**src/hdl/ses_pkg.sv**
```systemverilog
package ses_pkg;

    localparam int NUM_SCALES = 4;
    localparam int COEF_W     = 24;
    localparam int SCL_W      = 2;
    localparam int CNT_W      = 3;
    localparam int SUM_W      = COEF_W + $clog2(NUM_SCALES);
    localparam int NOFF_W     = COEF_W + CNT_W;
    localparam int NUM_W      = SUM_W + 1;
    localparam int DIFF_W     = NUM_W + 2;
    localparam int OUT_W      = 16;
    localparam int FRAC_W     = 12;
    localparam int PRE_W      = OUT_W - FRAC_W;
    localparam int CMP_W      = SUM_W + PRE_W;
    localparam int CFG_IDX_W  = 1;
    localparam int FRONT      = 4;
    localparam int DEPTH      = FRONT + OUT_W + 1;

    localparam logic [CFG_IDX_W-1:0] REG_CONTRAST_OFFSET = 1'd0;
    localparam logic [CFG_IDX_W-1:0] REG_SCALES_IN_USE   = 1'd1;

    localparam logic [CNT_W-1:0] SCALES_RESET = CNT_W'(NUM_SCALES);
    localparam logic [OUT_W-1:0] OUT_MAX      = '1;

endpackage

```
**src/hdl/symmetric_edge_strength_unit.sv**
```systemverilog
// Channel  | Handshake           | Word
// ---------+---------------------+--------------------------------------------
// s_       | s_valid / s_ready   | odd/even coefficients per scale, dominant_scale
// m_       | m_valid / m_ready   | edge_strength, zero_divisor
// cfg_     | cfg_wr_en           | cfg_index, cfg_wdata
//
// One word per cycle unless the output stalls. Four stages form the numerator and
// divisor, sixteen stages of a restoring divider give one quotient bit each, and
// one output register follows. Reset clears all valid bits and loads the register
// defaults. A stalled output holds its word; empty stages upstream still fill.
module symmetric_edge_strength_unit (
    input  logic                                aclk,
    input  logic                                aresetn,
    input  logic                                cfg_wr_en,
    input  logic [ses_pkg::CFG_IDX_W-1:0]       cfg_index,
    input  logic [ses_pkg::COEF_W-1:0]          cfg_wdata,
    input  logic                                s_valid,
    output logic                                s_ready,
    input  logic signed [ses_pkg::COEF_W-1:0]   s_odd_coef_0,
    input  logic signed [ses_pkg::COEF_W-1:0]   s_odd_coef_1,
    input  logic signed [ses_pkg::COEF_W-1:0]   s_odd_coef_2,
    input  logic signed [ses_pkg::COEF_W-1:0]   s_odd_coef_3,
    input  logic signed [ses_pkg::COEF_W-1:0]   s_even_coef_0,
    input  logic signed [ses_pkg::COEF_W-1:0]   s_even_coef_1,
    input  logic signed [ses_pkg::COEF_W-1:0]   s_even_coef_2,
    input  logic signed [ses_pkg::COEF_W-1:0]   s_even_coef_3,
    input  logic [ses_pkg::SCL_W-1:0]           s_dominant_scale,
    output logic                                m_valid,
    input  logic                                m_ready,
    output logic [ses_pkg::OUT_W-1:0]           m_edge_strength,
    output logic                                m_zero_divisor
);

    localparam int NS  = ses_pkg::NUM_SCALES;
    localparam int CW  = ses_pkg::COEF_W;
    localparam int SW  = ses_pkg::SUM_W;
    localparam int NW  = ses_pkg::NUM_W;
    localparam int OW  = ses_pkg::OUT_W;
    localparam int DEP = ses_pkg::DEPTH;
    localparam int FR  = ses_pkg::FRONT;

    // configuration
    logic [CW-1:0]                contrast_offset_reg;
    logic [ses_pkg::CNT_W-1:0]    scales_in_use_reg;
    logic [ses_pkg::CNT_W-1:0]    n_eff;

    always_ff @(posedge aclk) begin
        if (!aresetn) begin
            contrast_offset_reg <= '0;
            scales_in_use_reg   <= ses_pkg::SCALES_RESET;
        end else if (cfg_wr_en) begin
            unique case (cfg_index)
                ses_pkg::REG_CONTRAST_OFFSET: contrast_offset_reg <= cfg_wdata;
                ses_pkg::REG_SCALES_IN_USE:
                    scales_in_use_reg <= cfg_wdata[ses_pkg::CNT_W-1:0];
                default: ;
            endcase
        end
    end

    assign n_eff = (scales_in_use_reg > ses_pkg::CNT_W'(NS)) ? ses_pkg::CNT_W'(NS)
                                                            : scales_in_use_reg;

    // valid chain, bubbles collapse
    logic [DEP-1:0] vld_reg;
    logic [DEP-1:0] vld_next;
    logic [DEP-1:0] en;

    always_comb begin
        en[DEP-1] = !vld_reg[DEP-1] || m_ready;
        for (int i = DEP - 2; i >= 0; i--) begin
            en[i] = !vld_reg[i] || en[i+1];
        end
        vld_next[0] = en[0] ? s_valid : vld_reg[0];
        for (int i = 1; i < DEP; i++) begin
            vld_next[i] = en[i] ? vld_reg[i-1] : vld_reg[i];
        end
    end

    always_ff @(posedge aclk) begin
        if (!aresetn) begin
            vld_reg <= '0;
        end else begin
            vld_reg <= vld_next;
        end
    end

    assign s_ready = en[0];
    assign m_valid = vld_reg[DEP-1];

    // stage 1: absolute values, dominant floor, scale masking
    logic signed [CW-1:0] odd_in [NS];
    logic signed [CW-1:0] even_in [NS];
    logic [CW-1:0]        abs_odd [NS];
    logic [ses_pkg::SCL_W-1:0] dom;
    logic [CW-1:0]        pci;

    logic signed [CW-1:0] odd1_reg [NS];
    logic signed [CW-1:0] even1_reg [NS];
    logic [CW-1:0]        dterm1_reg [NS];

    assign odd_in[0]  = s_odd_coef_0;
    assign odd_in[1]  = s_odd_coef_1;
    assign odd_in[2]  = s_odd_coef_2;
    assign odd_in[3]  = s_odd_coef_3;
    assign even_in[0] = s_even_coef_0;
    assign even_in[1] = s_even_coef_1;
    assign even_in[2] = s_even_coef_2;
    assign even_in[3] = s_even_coef_3;

    always_comb begin
        for (int s = 0; s < NS; s++) begin
            abs_odd[s] = odd_in[s][CW-1] ? CW'(-odd_in[s]) : CW'(odd_in[s]);
        end
        dom = ({1'b0, s_dominant_scale} >= (ses_pkg::SCL_W + 1)'(NS))
            ? ses_pkg::SCL_W'(NS - 1) : s_dominant_scale;
        pci = abs_odd[dom];
    end

    always_ff @(posedge aclk) begin
        if (en[0]) begin
            for (int s = 0; s < NS; s++) begin
                if (ses_pkg::CNT_W'(s) < n_eff) begin
                    odd1_reg[s]   <= odd_in[s];
                    even1_reg[s]  <= even_in[s];
                    dterm1_reg[s] <= (abs_odd[s] > pci) ? abs_odd[s] : pci;
                end else begin
                    odd1_reg[s]   <= '0;
                    even1_reg[s]  <= '0;
                    dterm1_reg[s] <= '0;
                end
            end
        end
    end

    // stage 2: sums over scales, offset times count
    logic signed [SW-1:0]             odd_sum;
    logic signed [SW-1:0]             even_sum;
    logic [SW-1:0]                    div_sum;
    logic signed [SW-1:0]             odd2_reg;
    logic signed [SW-1:0]             even2_reg;
    logic [SW-1:0]                    div2_reg;
    logic [ses_pkg::NOFF_W-1:0]       noff2_reg;

    always_comb begin
        odd_sum  = '0;
        even_sum = '0;
        div_sum  = '0;
        for (int s = 0; s < NS; s++) begin
            odd_sum  = odd_sum + SW'(odd1_reg[s]);
            even_sum = even_sum + SW'(even1_reg[s]);
            div_sum  = div_sum + SW'(dterm1_reg[s]);
        end
    end

    always_ff @(posedge aclk) begin
        if (en[1]) begin
            odd2_reg  <= odd_sum;
            even2_reg <= even_sum;
            div2_reg  <= div_sum;
            noff2_reg <= ses_pkg::NOFF_W'(n_eff) * ses_pkg::NOFF_W'(contrast_offset_reg);
        end
    end

    // stage 3: numerator, clamped at zero
    logic [SW-1:0]                   abs_sum;
    logic signed [ses_pkg::DIFF_W-1:0] diff;
    logic [NW-1:0]                   num3_reg;
    logic [SW-1:0]                   div3_reg;

    always_comb begin
        abs_sum = odd2_reg[SW-1] ? SW'(-odd2_reg) : SW'(odd2_reg);
        diff = $signed({{(ses_pkg::DIFF_W - SW){1'b0}}, abs_sum})
             - ses_pkg::DIFF_W'(even2_reg)
             - $signed({{(ses_pkg::DIFF_W - ses_pkg::NOFF_W){1'b0}}, noff2_reg});
    end

    always_ff @(posedge aclk) begin
        if (en[2]) begin
            num3_reg <= diff[ses_pkg::DIFF_W-1] ? '0 : diff[NW-1:0];
            div3_reg <= div2_reg;
        end
    end

    // stage 4: zero and saturation checks, divider seed
    logic                             sat_now;
    logic                             zero_now;
    logic [SW-1:0]                    rem4_reg;
    logic [OW-1:0]                    bits4_reg;
    logic [SW-1:0]                    div4_reg;
    logic                             sat4_reg;
    logic                             zero4_reg;

    assign zero_now = (div3_reg == '0);
    assign sat_now  = (ses_pkg::CMP_W'(num3_reg) >= {div3_reg, {ses_pkg::PRE_W{1'b0}}});

    always_ff @(posedge aclk) begin
        if (en[3]) begin
            rem4_reg  <= (sat_now || zero_now) ? '0
                       : SW'(num3_reg[NW-1:ses_pkg::PRE_W]);
            bits4_reg <= {num3_reg[ses_pkg::PRE_W-1:0], {ses_pkg::FRAC_W{1'b0}}};
            div4_reg  <= div3_reg;
            sat4_reg  <= sat_now;
            zero4_reg <= zero_now;
        end
    end

    // divider: one quotient bit per stage
    logic [SW-1:0] rem_reg  [OW];
    logic [OW-1:0] bits_reg [OW];
    logic [OW-1:0] quo_reg  [OW];
    logic [SW-1:0] div_reg  [OW];
    logic          sat_reg  [OW];
    logic          zero_reg [OW];

    for (genvar k = 0; k < OW; k++) begin : g_div
        logic [SW-1:0] rem_in;
        logic [OW-1:0] bits_in;
        logic [OW-1:0] quo_in;
        logic [SW-1:0] div_in;
        logic          sat_in;
        logic          zero_in;
        logic [SW:0]   trial;
        logic          take;

        if (k == 0) begin : g_first
            assign rem_in  = rem4_reg;
            assign bits_in = bits4_reg;
            assign quo_in  = '0;
            assign div_in  = div4_reg;
            assign sat_in  = sat4_reg;
            assign zero_in = zero4_reg;
        end else begin : g_next
            assign rem_in  = rem_reg[k-1];
            assign bits_in = bits_reg[k-1];
            assign quo_in  = quo_reg[k-1];
            assign div_in  = div_reg[k-1];
            assign sat_in  = sat_reg[k-1];
            assign zero_in = zero_reg[k-1];
        end

        assign trial = {rem_in, bits_in[OW-1]};
        assign take  = (trial >= {1'b0, div_in});

        always_ff @(posedge aclk) begin
            if (en[FR + k]) begin
                rem_reg[k]  <= take ? SW'(trial - {1'b0, div_in}) : SW'(trial);
                bits_reg[k] <= {bits_in[OW-2:0], 1'b0};
                quo_reg[k]  <= {quo_in[OW-2:0], take};
                div_reg[k]  <= div_in;
                sat_reg[k]  <= sat_in;
                zero_reg[k] <= zero_in;
            end
        end
    end

    // output register
    logic [OW-1:0] edge_reg;
    logic          zdiv_reg;

    always_ff @(posedge aclk) begin
        if (en[DEP-1]) begin
            zdiv_reg <= zero_reg[OW-1];
            if (zero_reg[OW-1]) begin
                edge_reg <= '0;
            end else if (sat_reg[OW-1]) begin
                edge_reg <= ses_pkg::OUT_MAX;
            end else begin
                edge_reg <= quo_reg[OW-1];
            end
        end
    end

    assign m_edge_strength = edge_reg;
    assign m_zero_divisor  = zdiv_reg;

endmodule

```
**config.mk**
```make
export PLATFORM = sky130hd
export DESIGN_NAME = symmetric_edge_strength_unit
export DESIGN_NICKNAME = d
export VERILOG_FILES = /design/src/hdl/ses_pkg.sv /design/src/hdl/symmetric_edge_strength_unit.sv
export SDC_FILE = /design/constraint.sdc
export NUM_CORES = 2
export LEC_CHECK = 0
export BUFFER_PORTS_ARGS = -buffer_cell sky130_fd_sc_hd__clkbuf_2
export CAP_MARGIN = 10
export CORE_MARGIN = 2
export CORE_UTILIZATION = 35
export DETAILED_ROUTE_END_ITERATION = 7
export GPL_TIMING_DRIVEN = 0
export SYNTH_ARGS = -nofsm -noshare
export SYNTH_HDL_FRONTEND = slang
export SYNTH_SLANG_ARGS = --single-unit
```
**constraint.sdc**
```tcl
create_clock -name aclk -period 32.6 [get_ports aclk]
set_input_delay 6.52 -clock aclk [delete_from_list [all_inputs] [get_ports aclk]]
set_output_delay 6.52 -clock aclk [all_outputs]
set_load 0.1 [all_outputs]
```
==> results.sh <==
export IMPL_status="complete, no violations"
export IMPL_dpl_hpwl_um=194000
export IMPL_design_area_um2=101000
export IMPL_fmax_mhz=53.7
export IMPL_worst_slew_pin_slew_ps=1220
export IMPL_syn_num_nets=8960
export IMPL_timing_hold_ws_ps=402
export IMPL_grt_pass1_wl_um=366000
export IMPL_synthFlopType="edfxtp_1"
export IMPL_drive_above_1_share_pct=9.50
export IMPL_r2r_end="noff2_reg[25]$_DFFE_PP_"
export IMPL_synth_area_per_cell_um2=11.3
export IMPL_port_buffer_count=239
export IMPL_slew_headroom_pct=17.8
export IMPL_stdcell_count=11798
export IMPL_grt_pass1_vias=61543
export IMPL_vias_per_cell=5.18
export IMPL_grt_usage_pct=18.4
export IMPL_min_delay_path_class="reg -> reg"
export IMPL_finalCriticalPeriod_ps=18610
export IMPL_setup_tns_ps=0
export IMPL_slew_viol_final=0
export IMPL_finalHoldViolations=0
export IMPL_grt_max_degree=71
export IMPL_ys_seq_area_share_pct=49.9
export IMPL_ctsResizeCount=0
export IMPL_r2r_start="scales_in_use_reg[2]$_SDFFE_PN1P_"
export IMPL_numCtsBuffers=165
export IMPL_worstPathArrival_ps=12090
export IMPL_rsz0062_at_grt="no"
export IMPL_num_io_pins=243
export IMPL_required_ps=26080
export IMPL_end_kind="output pin"
export IMPL_die_h_um=509
export IMPL_coreArea_um2=254000
export IMPL_antenna_found_initial=8
export IMPL_clock_path_buffers=3
export IMPL_grt_ovfl_total=0
export IMPL_yosysMostFrequentCell="edfxtp_1"
export IMPL_finalSetupViolCount=0
export IMPL_post_cts_buffers=0
export IMPL_insertion_delay_ps=830
export IMPL_skew_ps=48.0
export IMPL_ys_top_cells_by_area="edfxtp_1, ha_1, fa_1"
export IMPL_hold_buffers=0
export IMPL_r2r_cells=17
export IMPL_ys_warn_count=0
export IMPL_cp_max_fo=68
export IMPL_max_cap_viol_count=0
export IMPL_drt_wl_total_um=242000
export IMPL_critPathKind="in -> out"
export IMPL_gp_congestion=0.998
export IMPL_placementRows=185
export IMPL_netlist_area_leader_share_pct=47.2
export IMPL_synth_edf_count=1400
export IMPL_cts_root_buf="clkbuf_16"
export IMPL_wire_per_inst_um=20.5
export IMPL_numPlacedInstances=11485
export IMPL_cts_max_level=4
export IMPL_min_from="div2_reg[16]$_DFFE_PP_"
export IMPL_syn2layout_area_growth_pct=12.8
export IMPL_drtAntennaViolNets=0
export IMPL_hold_depth=0
export IMPL_synth_common_cells="edfxtp_1, inv_1, ha_1"
export IMPL_synthCells=7860
export IMPL_ys_seq_elements=1520
export IMPL_worst_hold_path_endpoint="div3_reg[16]$_DFFE_PP_"
export IMPL_dieArea_um2=259000
export IMPL_drtIter0Drc=4114
export IMPL_fill_cells=24365
export IMPL_cts_tree="done"
export IMPL_startpoint_type="input port"
export IMPL_finalCritPeriodShare_pct=57.1
export IMPL_cts_sinks=1520
export IMPL_syn_area_um2=89100
export IMPL_clkTransAtPathRegs_ps=60
export IMPL_drt_first_pass_iters=6
export IMPL_synth_cell_types=87
export IMPL_initial_core_util_pct=35.1
export IMPL_synthArstFlopShare_pct=0
export IMPL_via_count=61106
export IMPL_r2r_slack_ps=26710
export IMPL_die_w_um=509
export IMPL_fin_nets=9388
export IMPL_dpl_instance_area_um2=95000
export IMPL_yosys_area_top_type="edfxtp_1"
export IMPL_drt_drc_violations_left=0
[cells in the final DEF, fill, tap and decap left out, types with 32 or more instances in the layout]
master,Yosys,routed
o21bai_1,33,33
nand2b_1,99,99
ha_1,666,666
clkbuf_16,0,168
nor3_1,136,135
xor2_1,184,184
xnor2_1,328,328
o31ai_1,69,69
a21boi_0,49,49
a31oi_1,43,43
o211ai_1,38,38
or2_2,32,32
nor4_1,33,32
mux2_2,177,177
dfxtp_1,120,120
or3_1,56,56
o21ai_0,406,406
a21oi_1,404,404
a211oi_1,38,38
nand2_1,598,590
fa_1,210,210
mux2i_1,108,108
nand3_1,172,172
nor2_1,514,513
nor2b_1,239,239
clkbuf_1,144,175
nand4_1,88,88
a21o_1,185,185
and3_1,41,41
and2_1,51,51
o21a_1,120,120
edfxtp_1,1400,1400
clkbuf_2,0,239
inv_1,729,719
[per-layer routing]
metal	vias to the layer above	part of all wire (%)	GRT usage [%]
met5	-	0.015	0
met4	6	4.2	7.41
met3	440	4.2	2.36
met2	1573	49	32.4
met1	29790	42	22.8
li1	29297	-	-
[per-stage QoR]
| stage | utilization, % | setup WS [ps] |
|---|---|---|
| floorplan | - | 11610 |
| global placement | 37.3 | 6750 |
| detailed placement | 37.4 | 13920 |
| CTS | 39.6 | 13910 |
| global route | 39.6 | 13740 |
| finish | 39.6 | 13990 |
[cell families after synthesis]
| kind of cell | Yosys count | share of synthesized area (%) |
|---|---|---|
| adder cells (fa/ha/maj) | 876 | 14.1 |
| flip-flops | 1520 | 49.9 |
| AO/OA/AOI/OAI | 1595 | 11.4 |
| multiplexers | 318 | 4.15 |
| buffers and inverters | 893 | 3.77 |
| XOR/XNOR | 512 | 5.03 |
| AND/OR/NAND/NOR | 2146 | 11.7 |
[worst max-delay path by stage]
stage,start,cells after the start,endpoint
floorplan,m_ready,11,s_ready
global placement,m_ready,13,s_ready
detailed placement,m_ready,14,s_ready
CTS,m_ready,14,s_ready
global route,m_ready,14,s_ready
finish,m_ready,14,s_ready
[cell type report]
cell class	instances	area, um^2	share of cell area (%)
flip-flops and latches	1520	44400	44.2
repair buffers	261	1600	1.59
plain buffers	161	616	0.612
clock inverters	104	1170	1.16
well taps	3366	4210	4.19
clock buffers	204	4380	4.36
inverters	732	2760	2.74
multi-input cells	5447	41300	41.1
diodes	3	7.51	0.00747
[critical path: stages]
cell and delay (ps):
clkbuf_2 80, nor2b_1 290, inv_1 420, nor2_1 380, and2_1 330, inv_4 380, nor3_1 950, and2_1 360
and3_1 190, clkbuf_1 600, inv_1 190, clkbuf_4 490, buf_16 360, clkbuf_2 440
Power is not shown: default switching activity piles up to over one toggle a cycle in this logic, so the estimate is an artifact.
